`config.mk`:
```
export PLATFORM = sky130hd
export DESIGN_NAME = cdq_ctrl
export DESIGN_NICKNAME = d
export VERILOG_FILES = /design/src/hw/rtl/cdq_pkg.sv /design/src/hw/rtl/cdq_ctrl.sv
export SDC_FILE = /design/constraint.sdc
export NUM_CORES = 1
export LEC_CHECK = 0
export ABC_AREA = 1
export BUFFER_PORTS_ARGS = -buffer_cell sky130_fd_sc_hd__buf_4
export CORE_MARGIN = 2
export CORE_UTILIZATION = 40
export CTS_CLUSTER_DIAMETER = 100
export DETAILED_ROUTE_END_ITERATION = 16
export PLACE_DENSITY_LB_ADDON = 0.3
export SETUP_SLACK_MARGIN = 0.5
export SYNTH_ARGS = -nofsm -noshare
export SYNTH_HDL_FRONTEND = slang
export SYNTH_SLANG_ARGS = --single-unit
export TNS_END_PERCENT = 50
```
`constraint.sdc`:
```
create_clock -name clk -period 3.9 [get_ports clk]
set_clock_uncertainty 0.1 [all_clocks]
set_input_delay 0.39 -clock clk [delete_from_list [all_inputs] [get_ports clk]]
set_output_delay 0.39 -clock clk [all_outputs]
set_load 0.1 [all_outputs]
```
`src/hw/rtl/cdq_pkg.sv`:
```
// Shared types and constants for the circular deque block.
package cdq_pkg;

  // Default ring store depth
  localparam int MAX_DEPTH_DEF = 1024;

  // Field widths fixed by the item format
  localparam int DATA_W = 32;
  localparam int CMD_W  = 3;
  localparam int CAP_W  = 11;

  // Capacity register value after reset
  localparam logic [CAP_W-1:0] CAP_RESET = 11'd1024;

  // Packed stream widths (padded to whole bytes)
  localparam int IN_TDATA_W  = 40;
  localparam int OUT_TDATA_W = 72;

  // Command codes
  typedef enum logic [CMD_W-1:0] {
    CMD_QUERY      = 3'd0,
    CMD_PUSH_FRONT = 3'd1,
    CMD_PUSH_BACK  = 3'd2,
    CMD_POP_FRONT  = 3'd3,
    CMD_POP_BACK   = 3'd4
  } cmd_t;

  // Control sequencer states
  typedef enum logic [1:0] {
    ST_IDLE,
    ST_READ,
    ST_DONE
  } state_t;

  // Status of one finished item, handed from control to the output stage
  typedef struct packed {
    logic ok;
    logic is_empty;
    logic is_full;
  } res_t;

endpackage

```
`src/hw/rtl/cdq_ctrl.sv`:
```
// Deque control: capacity, head/tail pointers, occupancy and item sequencer.
module cdq_ctrl #(
  parameter int MAX_DEPTH = cdq_pkg::MAX_DEPTH_DEF,
  parameter int AW        = $clog2(MAX_DEPTH),
  parameter int CW        = $clog2(MAX_DEPTH + 1)
) (
  input  logic                       clk,
  input  logic                       rst_n,
  // configuration write
  input  logic                       cfg_fire,
  input  logic [cdq_pkg::CAP_W-1:0]  cfg_cap,
  // item in
  input  logic                       in_valid,
  output logic                       in_ready,
  input  logic [cdq_pkg::CMD_W-1:0]  in_cmd,
  input  logic [cdq_pkg::DATA_W-1:0] in_data,
  // store access
  output logic                       wr_en,
  output logic [AW-1:0]              wr_addr,
  output logic [cdq_pkg::DATA_W-1:0] wr_data,
  output logic                       rd_en,
  output logic [AW-1:0]              rd_addr_front,
  output logic [AW-1:0]              rd_addr_rear,
  // finished item status
  output logic                       res_valid,
  output cdq_pkg::res_t              res,
  input  logic                       res_take
);

  localparam int XW = (CW > cdq_pkg::CAP_W) ? CW : cdq_pkg::CAP_W;
  localparam int CAP_RST_EFF =
    (int'(cdq_pkg::CAP_RESET) == 0) ? 1 :
    ((int'(cdq_pkg::CAP_RESET) > MAX_DEPTH) ? MAX_DEPTH : int'(cdq_pkg::CAP_RESET));

  cdq_pkg::state_t state_r, state_nxt;
  logic [AW-1:0]   head_r, head_nxt;
  logic [AW-1:0]   tail_r, tail_nxt;
  logic [CW-1:0]   occ_r, occ_nxt;
  logic [CW-1:0]   cap_r, cap_nxt;
  cdq_pkg::res_t   res_r, res_nxt;

  logic            in_fire;
  logic            full;
  logic            empty;
  logic [CW-1:0]   head_p1;
  logic [CW-1:0]   tail_p1;
  logic [AW-1:0]   head_inc, head_dec;
  logic [AW-1:0]   tail_inc, tail_dec;
  logic [XW-1:0]   cfg_cap_x;
  logic [CW-1:0]   cfg_eff;
  logic            ok;
  cdq_pkg::cmd_t   cmd;

  assign in_fire = in_valid && in_ready;
  assign cmd     = cdq_pkg::cmd_t'(in_cmd);
  assign full    = (occ_r >= cap_r);
  assign empty   = (occ_r == '0);

  // Pointer steps with wraparound at the effective capacity
  assign head_p1  = CW'(head_r) + CW'(1);
  assign tail_p1  = CW'(tail_r) + CW'(1);
  assign head_inc = (head_p1 >= cap_r) ? '0 : AW'(head_p1);
  assign tail_inc = (tail_p1 >= cap_r) ? '0 : AW'(tail_p1);
  assign head_dec = (head_r == '0) ? AW'(cap_r - CW'(1)) : head_r - AW'(1);
  assign tail_dec = (tail_r == '0) ? AW'(cap_r - CW'(1)) : tail_r - AW'(1);

  // Clamp a written capacity to 1..MAX_DEPTH
  assign cfg_cap_x = XW'(cfg_cap);
  always_comb begin
    if (cfg_cap_x == '0) begin
      cfg_eff = CW'(1);
    end else if (cfg_cap_x > XW'(MAX_DEPTH)) begin
      cfg_eff = CW'(MAX_DEPTH);
    end else begin
      cfg_eff = CW'(cfg_cap_x);
    end
  end

  // Apply a capacity write or one command to pointers and count, issue the store write
  always_comb begin
    head_nxt = head_r;
    tail_nxt = tail_r;
    occ_nxt  = occ_r;
    cap_nxt  = cap_r;
    ok       = 1'b0;
    wr_en    = 1'b0;
    wr_addr  = tail_r;
    wr_data  = in_data;
    if (cfg_fire) begin
      cap_nxt  = cfg_eff;
      head_nxt = '0;
      tail_nxt = '0;
      occ_nxt  = '0;
    end else if (in_fire) begin
      case (cmd)
        cdq_pkg::CMD_QUERY: begin
          ok = 1'b1;
        end
        cdq_pkg::CMD_PUSH_FRONT: begin
          if (!full) begin
            head_nxt = head_dec;
            wr_en    = 1'b1;
            wr_addr  = head_dec;
            occ_nxt  = occ_r + CW'(1);
            ok       = 1'b1;
          end
        end
        cdq_pkg::CMD_PUSH_BACK: begin
          if (!full) begin
            wr_en    = 1'b1;
            wr_addr  = tail_r;
            tail_nxt = tail_inc;
            occ_nxt  = occ_r + CW'(1);
            ok       = 1'b1;
          end
        end
        cdq_pkg::CMD_POP_FRONT: begin
          if (!empty) begin
            head_nxt = head_inc;
            occ_nxt  = occ_r - CW'(1);
            ok       = 1'b1;
          end
        end
        cdq_pkg::CMD_POP_BACK: begin
          if (!empty) begin
            tail_nxt = tail_dec;
            occ_nxt  = occ_r - CW'(1);
            ok       = 1'b1;
          end
        end
        default: begin
          ok = 1'b0;
        end
      endcase
    end
  end

  // Capture status of the item as it is accepted
  always_comb begin
    res_nxt = res_r;
    if (in_fire) begin
      res_nxt.ok       = ok;
      res_nxt.is_empty = (occ_nxt == '0);
      res_nxt.is_full  = (occ_nxt >= cap_r);
    end
  end

  // Next state
  always_comb begin
    state_nxt = state_r;
    case (state_r)
      cdq_pkg::ST_IDLE: begin
        if (in_valid) begin
          state_nxt = cdq_pkg::ST_READ;
        end
      end
      cdq_pkg::ST_READ: begin
        state_nxt = cdq_pkg::ST_DONE;
      end
      cdq_pkg::ST_DONE: begin
        if (res_take) begin
          state_nxt = cdq_pkg::ST_IDLE;
        end
      end
      default: begin
        state_nxt = cdq_pkg::ST_IDLE;
      end
    endcase
  end

  // Sequencer outputs
  always_comb begin
    in_ready  = 1'b0;
    rd_en     = 1'b0;
    res_valid = 1'b0;
    case (state_r)
      cdq_pkg::ST_IDLE: begin
        in_ready = 1'b1;
      end
      cdq_pkg::ST_READ: begin
        rd_en = 1'b1;
      end
      cdq_pkg::ST_DONE: begin
        res_valid = 1'b1;
      end
      default: begin
        in_ready = 1'b0;
      end
    endcase
  end

  // Read front at head and rear just before tail, after the update
  assign rd_addr_front = head_r;
  assign rd_addr_rear  = tail_dec;
  assign res           = res_r;

  // Advance registers
  always_ff @(posedge clk) begin
    if (!rst_n) begin
      state_r <= cdq_pkg::ST_IDLE;
      head_r  <= '0;
      tail_r  <= '0;
      occ_r   <= '0;
      cap_r   <= CW'(CAP_RST_EFF);
    end else begin
      state_r <= state_nxt;
      head_r  <= head_nxt;
      tail_r  <= tail_nxt;
      occ_r   <= occ_nxt;
      cap_r   <= cap_nxt;
    end
  end

  always_ff @(posedge clk) begin
    res_r <= res_nxt;
  end

  // Occupancy never exceeds the capacity
  a_occ_bound: assert property (@(posedge clk) disable iff (!rst_n)
    occ_r <= cap_r)
    else $error("occupancy above capacity");

  // Pointers stay inside the ring
  a_ptr_bound: assert property (@(posedge clk) disable iff (!rst_n)
    (CW'(head_r) < cap_r) && (CW'(tail_r) < cap_r))
    else $error("pointer outside ring");

  // An accepted item goes on to the store read
  a_fire_read: assert property (@(posedge clk) disable iff (!rst_n)
    in_fire |=> (state_r == cdq_pkg::ST_READ))
    else $error("accepted item did not reach read");

  // Head and tail must meet whenever the deque is empty or full
  a_ptr_meet: assert property (@(posedge clk) disable iff (!rst_n)
    ((occ_r == '0) || (occ_r == cap_r)) |-> (head_r == tail_r))
    else $error("pointers disagree with occupancy");

endmodule

```
==> results of run 1 <==
[worst paths after layout]
path                                                to  slack, ps  depth (start not counted)
worst min-delay path             cap_r[8]$_SDFFE_PN0P_        230                          3
worst min register to register  tail_r[6]$_SDFFE_PP0P_        480                          2
worst max-delay path                  res[0]$_DFFE_PP_        630                         21
worst max register to register        res[0]$_DFFE_PP_        630                         21
[sequential cells by signal, summed over array words and instances (netlist names)]
| name | count |
|---|---|
| cap_r | 11 |
| occ_r | 11 |
| rd_addr_front | 10 |
| tail_r | 10 |
| res | 3 |
| state_r | 2 |
[layout by cell type, fill, tap and decap left out, types with 5 or more instances in the layout]
master and count:
a211oi_1 5, a21oi_1 40, a31oi_1 5, buf_4 73
clkbuf_16 5, dfxtp_1 40, ha_1 51, inv_1 99
inv_2 11, nand2_1 181, nand3_1 54, nand4_1 26
nor2_1 104, nor2_2 6, nor3_1 25, o21a_1 6
o21ai_0 56, o21ai_1 5, o21ai_4 8, xor2_1 34
[cells by family (layout without fill, tap and decap cells)]
kind of cell,Yosys count,after routing,share of synthesized area
AND/OR/NAND/NOR,420,420,0.346
flip-flops,47,47,0.183
adder cells (fa/ha/maj),51,51,0.120
buffers and inverters,168,194,0.150
AO/OA/AOI/OAI,136,136,0.141
XOR/XNOR,36,36,0.0595
[through the flow]
step	std cells	worst slack, ps	hold WS [ps]
finish	1060	628	227
global route	1060	385	255
CTS	1059	541	223
detailed placement	1049	432	467
global placement	1049	539	466
floorplan	858	-71.8	396
[metal layers]
metal	vias up	global-route usage	share of wire
met5	-	0	0
met3	15	0.0393	0.082
li1	2840	-	-
met1	2511	0.336	0.47
met4	0	0.0603	0.013
met2	218	0.362	0.43
[Yosys cell counts (4+ instances only)]
cell / number / area share
nand4_1: 26 / 0.031
clkbuf_1: 14 / 0.0099
inv_2: 8 / 0.0057
o21ai_0: 65 / 0.061
inv_1: 102 / 0.072
nand3_1: 55 / 0.052
o22ai_1: 4 / 0.0047
nor3_1: 26 / 0.025
o21ai_1: 5 / 0.0047
buf_6: 4 / 0.0085
nor2_2: 4 / 0.0047
nand2_1: 181 / 0.13
buf_2: 5 / 0.0047
dfxtp_1: 44 / 0.17
a31oi_1: 5 / 0.0059
nor2_1: 107 / 0.076
xor2_1: 34 / 0.056
ha_1: 51 / 0.12
a211oi_1: 5 / 0.0071
nand2_2: 4 / 0.0047
o21a_1: 6 / 0.0085
a21oi_1: 41 / 0.039
buf_4: 33 / 0.047
[tightest hold or removal path: cells and delay by family]
kind / cells / cell delay, ps
buf+inv: 1 / 100
compound gates: 1 / 60
simple gates: 1 / 50
[repair_timing]
item                                    in CTS  in global routing
buffers inserted                             2                  1
endpoints found under the setup margin      11                 20
gates resized for setup                      0                 13
pin swaps                                    1                  1
[power by group]
group | leakage, nW | internal [mW] | switching, mW
registers | 0.388 | 0.504 | 0.0201
clock network | 0.0733 | 0.235 | 0.209
logic | 2.53 | 0.219 | 0.627
total | 2.99 | 0.958 | 0.857
[area by class of cell]
cell class	count	share of cell area
repair buffers	74	0.0936
flip-flops and latches	47	0.163
inverters	112	0.0707
clock inverters	3	0.00251
clock buffers	5	0.0209
well taps	176	0.0368
multi-input cells	643	0.612
==> flow_summary.ini, run 1 <==
[grt]
grt_pass1_wl_um = 26500
overflow = 0
grt_max_degree = 22
track_usage = 0.234
grt_pass1_vias = 5151
antenna_found_initial = 0

[worst_setup_path]
cp-start-kind = flop
worstPathArrival_ps = 3230
slowest_delay_ps = 370
worst_setup_path_end_kind = flop
path_cells = inv_1 -> ha_1 -> nand2_1 -> nor2_2 -> nand2_1 -> inv_1 -> nand2_1 -> nand4_1 -> buf_4 -> nand2_1 -> nand2_1 -> nand2_1 -> a21boi_2 -> ha_1 -> nand2_1 -> o21ai_0 -> a31oi_1 -> o21a_1 -> o21ai_0 -> nand3_1 -> nand3_1
critPathSlowestCell = dfxtp_1
path_delay_family = simple AND/OR/NAND/NOR gates
cp_max_fo = 5
cp-startpoint = cap_r[4]$_SDFFE_PN0P_
cp.buffers_inverters = 3
critical_path_class = reg2reg
crit_top_cell = nand2_1
required_ps = 3860
reg2reg_from = cap_r[4]$_SDFFE_PN0P_

[run_status]
outcome = completed

[sta]
maxSlewViolCount = 0
post-route-period-util = 0.839
setup_tns_ps = 0
rsz0062_at_grt = yes
clock.fmax_mhz = 306
min_period_ps = 3270
tightest_slew_ps = 620
setup_viol = 0
hold_violations = 0
maxSlewHeadroom = 0.582

[clock_tree]
clock_latency_ps = 300
cts_num_sinks = 47
holdBufCountCts = 0
numCtsBuffers = 5
clk_path_buf_depth = 2
cts_tree = done
htree_levels = 2
ctsRootBufferMaster = clkbuf_16
clkTransAtPathRegs_ps = 70

[layout]
n_antenna_cell = 0
final_core_util = 0.457
final_cell_area_um2 = 5980
synthToLayoutAreaGrowth_pct = 12.9
drive_gt1_frac = 0.148
nets = 985
fill_cells = 1389
seq_area_um2 = 976
multi_input_area_um2 = 3660

[yosys]
ys_seq_elements = 47
synthCells = 858
yosys_warnings = 0
synth-edff-count = 3
syn_area_um2 = 5300
seq_area_frac_synth = 0.183
synth.avg_cell_area_um2 = 6.17
ys.flop_type = dfxtp_1
synth_cell_types = 41
syn_nets = 960
async_flop_share = 0

[routing]
finalWirelength_um = 16400
drt_first_pass_iters = 5
drc = 0
viasPerCell = 5.27
drtAntennaViolNets = 0
wl_per_cell_um = 15.5
vias = 5584
drt_iter0_markers = 469

[power_and_ir_drop]
p_per_area_nw_per_um2 = 304
power.total_mw = 1.81
peakVddDrop_mv = 0.180
power_leakage_nw = 2.99

[floorplanning]
coreArea_um2 = 13100
io_pins = 120
dieWidth_um = 119
start_util = 0.405
rows = 42
die_area_um2 = 14200
fp.dieH_um = 119

[place]
io_buffers = 55
dp_hpwl_um = 12900
placed_cell_area_um2 = 5780
routabilityCongestion = 0.967

[hold_path]
hp-start = cfg_cap[8]
worstHoldPathType = in2reg

[job]
maxCapViolations = 0
Note: power is estimated with default switching activity, not from simulation.
==> run 2: changes to the inputs <==
ABC_AREA = 0   (was 1)
clock period = 3.4 ns   (was 3.9 ns; I/O delays follow)
==> run 2 against run 1 <==
  * Die area shrank 5.4%
  * Power is 9.1% higher
  * Clock power rose by 38%
  * Largest cell class unchanged
==> flow_summary.ini, run 2 <==
[layout]
drive_gt1_frac = 0.415
seq_area_um2 = 1030
final_cell_area_um2 = 7060
synthToLayoutAreaGrowth_pct = 41.1
layout_common_cells = buf_4 (132), nor2_1 (52), nand2_1 (43)
n_antenna_cell = 0
nets = 846
final_common_cell = buf_4
multi_input_area_um2 = 4230
layout_top_registers = cap_r (11), occ_r (11)
fill_cells = 1083

[power_and_ir_drop]
p_sw_mw = 0.782
p_per_area_nw_per_um2 = 280
power_leakage_nw = 2.99
p_clk_frac = 0.310
seqPwrFrac = 0.292
pwr-share-comb = 0.398
p_int_mw = 1.20
p_sw_frac = 0.395
peakVddDrop_mv = 0.163

[clock_tree]
numCtsBuffers = 5
cts_tree = done
clk_path_buf_depth = 2
cts_num_sinks = 47
htree_levels = 2
clkTransAtPathRegs_ps = 70
ctsRootBufferMaster = clkbuf_16
clock_latency_ps = 310

[job]
maxCapViolations = 0

[routing]
drt_first_pass_iters = 5
drc = 0
vias = 5307
viasPerCell = 5.81
drt_iter0_markers = 520
drtAntennaViolNets = 0
finalWirelength_um = 16800
wl_per_cell_um = 18.4

[hold_path]
worstHoldPathType = in2reg
hp-start = cfg_cap[2]
whs_path_depth = 3
whs_endpoint = cap_r[2]$_SDFFE_PN0P_

[yosys]
yosysTopAreaCell = dfxtp_1
syn_area_um2 = 5000
synth-edff-count = 3
synth.avg_cell_area_um2 = 7.66
synth_cell_types = 77
ys_top_cells_by_area = dfxtp_1 (18%), ha_1 (13%), buf_4 (5.0%)
synth_mux_area_frac = 0.0348
yosys-top-cells-count = nor2_1 (58), ha_1 (51), dfxtp_1 (44), nand2_1 (44), o21ai_0 (37)
ys.flop_type = dfxtp_1
synthCells = 653
async_flop_share = 0
synth_xor_area_frac = 0.0665
syn_nets = 755
synth_top_family_by_area = simple AND/OR/NAND/NOR gates
yosys_warnings = 0
yosysMostFrequentCell = nor2_1
synth-compound-area-share = 0.217
synthAdderAreaFrac = 0.130
ys_seq_elements = 47
synth_simple_gate_area_share = 0.255
seq_area_frac_synth = 0.194
yosys.area.top_type_share = 0.176

[floorplanning]
start_util = 0.413
coreArea_um2 = 12100
fp.dieH_um = 116
io_pins = 120
dieWidth_um = 116
rows = 40
die_area_um2 = 13400

[grt]
overflow = 0
grt_pass1_wl_um = 25600
grt_max_degree = 26
antenna_found_initial = 0
grt_pass1_vias = 4831
track_usage = 0.247

[worst_setup_path]
r2r_end = res[0]$_DFFE_PP_
required_ps = 2960
critical_path_class = reg2out
worstPathArrival_ps = 2870
cp-start-kind = flop
reg2reg_from = cap_r[9]$_SDFFE_PN0P_
reg2regPathDepth = 16
cp_max_fo = 9
r2r_slack_ps = 100
worst_setup_path_end_kind = primary output

[sta]
tightest_slew_ps = 611
setup_viol = 0
worst_slack_ps = 94.2
rsz0062_at_grt = yes
maxSlewViolCount = 0
post-route-period-util = 0.972
hold_violations = 0
clock.fmax_mhz = 302
min_period_ps = 3310
maxSlewHeadroom = 0.590

[run_status]
outcome = completed

[place]
io_buffers = 55
routabilityCongestion = 0.997
pre_cts_ws_ps = -65.4
placed_cell_area_um2 = 6280
dp_hpwl_um = 12900
-- run 2: how the worst max path moves through the flow --
stage                                       start               end  slack (ps)  cells after the start
after global routing       cap_r[10]$_SDFFE_PN1P_  res[0]$_DFFE_PP_         -50                     18
after CTS                   cap_r[9]$_SDFFE_PN0P_  res[0]$_DFFE_PP_          50                     19
after floorplan           state_r[0]$_SDFFE_PN0P_  res[0]$_DFFE_PP_          20                     12
after detailed placement                in_cmd[0]  res[0]$_DFFE_PP_         -70                     16
after global placement                  in_cmd[0]  res[0]$_DFFE_PP_         -20                     16
final                      cap_r[10]$_SDFFE_PN1P_        wr_addr[9]          90                     11
-- run 2: metal layers --
| metal | track usage | part of all wire | up-vias |
|---|---|---|---|
| li1 | - | - | 2526 |
| met4 | 0.0770 | 0.022 | 0 |
| met5 | 0 | 0 | - |
| met1 | 0.335 | 0.43 | 2511 |
| met3 | 0.0424 | 0.073 | 40 |
| met2 | 0.400 | 0.47 | 230 |
-- run 2: through the flow --
stage / total power [mW] / utilization / TNS [ps] / std cells / hold WS, ps
after floorplan: 1.29 / - / 0 / 653 / 316
after global placement: 1.30 / 0.519 / -20.7 / 889 / 409
after detailed placement: 1.30 / 0.519 / -65.4 / 889 / 415
after CTS: 1.93 / 0.547 / 0 / 902 / 139
after global routing: 2.05 / 0.583 / -88.8 / 913 / 140
final: 1.98 / 0.583 / 0 / 913 / 141
-- run 2: kinds of logic after synthesis --
kind of cell               count (synthesis)
muxes                                     16
DFF                                       47
and+or+nand+nor                          239
AOI/OAI and AO/OA                        162
adders and majority gates                 52
buffers and inverters                     99
xor gates and xnor gates                  38
-- run 2: power by group through the flow --
stage               sequential (mW)  clock (mW)  combinational (mW)
finish                        0.578       0.613               0.789
global route                  0.579       0.642               0.832
CTS                           0.579       0.626               0.725
detailed placement            0.592           0               0.713
global placement              0.591           0               0.708
floorplan                     0.615           0               0.671
-- run 2: repair_timing --
item / 4_1_cts / 5_1_grt
setup buffers: 5 / 11
setup endpoints to repair: 33 / 39
gates cloned: 0 / 0
hold buffers: 0 / 0
pin swaps: 12 / 41
gates resized for setup: 27 / 71
-- run 2: layout make-up --
type | instances | area share
clock inverter | 1 | 0.00106
clock buffer | 7 | 0.0248
sequential | 47 | 0.146
tap | 168 | 0.0298
multi-input combinational | 507 | 0.599
inverter | 32 | 0.0177
timing repair buffer | 151 | 0.181
-- run 2: critical path, cell delays in order (launching register included) --
cell and delay, ps:
dfxtp_2 340, inv_2 50, ha_4 200, and4_4 190
buf_4 140, a211oi_4 290, buf_6 180, nand2_4 120
nor4_4 240, buf_6 190, mux2_2 360, buf_4 240
==> run 3: changes to the inputs <==
GPL_TIMING_DRIVEN = 0   (was not set)
SLEW_MARGIN = 0   (was not set)
==> run 3 against run 2 <==
  * The flow now finishes with violations (setup timing)
  * Design area is 11% higher
  * Sequential share of layout area decreased by 1.3 points
  * Critical path depth grew 6
  * Largest cell class unchanged
==> flow_summary.ini, run 3 (same netlist as run 2, synthesis figures left out) <==
[worst_setup_path]
cp-start-kind = flop
reg2regPathDepth = 17
worstPathArrival_ps = 3500
r2r_end = res[0]$_DFFE_PP_
reg2reg_from = occ_r[7]$_SDFF_PN0_
r2r_slack_ps = -170
critical_path_class = reg2reg
cp-startpoint = occ_r[7]$_SDFF_PN0_
required_ps = 3330
cp_max_fo = 9
worst_setup_path_end_kind = flop

[layout]
final_cell_count_no_fill = 985
final_common_cell = buf_4
nets = 918
drive_gt1_frac = 0.475
layout_common_cells = buf_4 (164), nor2_1 (51), nand2_1 (41)
fill_cells = 983
layout_top_registers = cap_r (11), occ_r (11)
n_antenna_cell = 0
synthToLayoutAreaGrowth_pct = 56.4

[sta]
clock.fmax_mhz = 280
worst_slack_ps = -175
post-route-period-util = 1.05
maxSlewViolCount = 0
rsz0062_at_grt = yes
holdWs_ps = 156
min_period_ps = 3570
tightest_slew_ps = 739
hold_violations = 0
setup_tns_ps = -666
maxSlewHeadroom = 0.503
setup_viol = 6

[clock_tree]
cts_num_sinks = 47
clock_latency_ps = 300
cts_tree = done
ctsRootBufferMaster = clkbuf_16
numCtsBuffers = 5
clkTransAtPathRegs_ps = 70
clk_path_buf_depth = 2
htree_levels = 2

[grt]
grt_pass1_wl_um = 27200
grt_pass1_vias = 5104
grt_max_degree = 16
antenna_found_initial = 0
overflow = 0
track_usage = 0.260

[power_and_ir_drop]
power_leakage_nw = 3.37
p_per_area_nw_per_um2 = 270
peakVddDrop_mv = 0.195
power.total_mw = 2.11
p_clk_frac = 0.244
p_sw_frac = 0.452
p_sw_mw = 0.953
pwr-share-comb = 0.484
seqPwrFrac = 0.272
p_int_mw = 1.16

[routing]
drtAntennaViolNets = 0
drt_first_pass_iters = 7
finalWirelength_um = 18600
vias = 5756
viasPerCell = 5.84
drc = 0
drt_iter0_markers = 624
wl_per_cell_um = 18.9

[hold_path]
whs_endpoint = cap_r[5]$_SDFFE_PN0P_
worstHoldPathType = in2reg
hp-start = cfg_cap[5]
whs_path_depth = 3

[floorplanning]
die_area_um2 = 13400
rows = 40
start_util = 0.413
fp.dieH_um = 116
dieWidth_um = 116
coreArea_um2 = 12100
io_pins = 120

[place]
routabilityCongestion = 0.924
dp_hpwl_um = 12800
io_buffers = 86
dp.cells = 907
pre_cts_ws_ps = -757

[run_status]
violations = setup timing
outcome = finished with violations

[job]
maxCapViolations = 0
## run 3: changes by cell type in the layout (fill, tap and decap cells not counted), sizes merged
| cell | change |
|---|---|
| buf | +56 |
| clkbuf | +14 |
| clkinv | +2 |
## run 3: layer usage
| metal | share of wire | wire (µm) | track usage | up-vias |
|---|---|---|---|---|
| met5 | 0 | 0 | 0 | - |
| met4 | 0.021 | 391 | 0.0579 | 0 |
| met3 | 0.076 | 1400 | 0.0282 | 41 |
| met2 | 0.47 | 8660 | 0.430 | 311 |
| met1 | 0.44 | 8130 | 0.367 | 2737 |
| li1 | - | - | - | 2667 |
## run 3: critical path, stage by stage, from the launching register on
cell and delay [ps]:
dfxtp_4 430, ha_4 220, and4_4 180, buf_6 120, a211oi_4 360, a31oi_4 190, xnor2_2 180, nor2_1 130
inv_1 70, ha_1 270, nand2b_4 130, a21o_1 150, a21o_1 160, a21o_1 160, a21oi_2 120, nor2b_1 60
o21ai_2 160, a31oi_1 110
## run 3: through the flow
stage	instance area (µm²)	utilization
after floorplan	5500	-
final	7820	0.646
after global routing	7820	0.646
after CTS	7060	0.583
after global placement	6360	0.525
after detailed placement	6360	0.525
## run 3: worst max-delay path by stage
stage	end	slack [ps]	cells past startpoint
global placement	res[0]$_DFFE_PP_	-710	18
global route	res[0]$_DFFE_PP_	-260	18
finish	res[0]$_DFFE_PP_	-170	17
CTS	res[0]$_DFFE_PP_	-210	18
detailed placement	res[0]$_DFFE_PP_	-760	18
floorplan	res[0]$_DFFE_PP_	20	12
## run 3: layout make-up
class	instances	area [µm²]	area share
sequential	47	1050	0.134
multi-input combinational	507	4370	0.558
buffer	67	514	0.0657
inverter	32	158	0.0202
timing repair buffer	156	1390	0.177
clock inverter	3	18.8	0.00240
clock buffer	5	125	0.0160
tap	168	210	0.0269
## run 3: power groups by stage
stage / combinational, mW / clock, mW / sequential [mW]
final: 1.02 / 0.514 / 0.575
after global routing: 1.06 / 0.539 / 0.576
after CTS: 0.937 / 0.516 / 0.578
after detailed placement: 0.883 / 0 / 0.592
after global placement: 0.875 / 0 / 0.592
after floorplan: 0.671 / 0 / 0.615
## run 3: repair_timing
action                                  4_1_cts  5_1_grt
endpoints found under the setup margin       42       43
resized for setup                            73      121
buffers inserted                             33       35
pin swaps                                    28       52
hold buffers                                  0        0
cloned                                        1        1
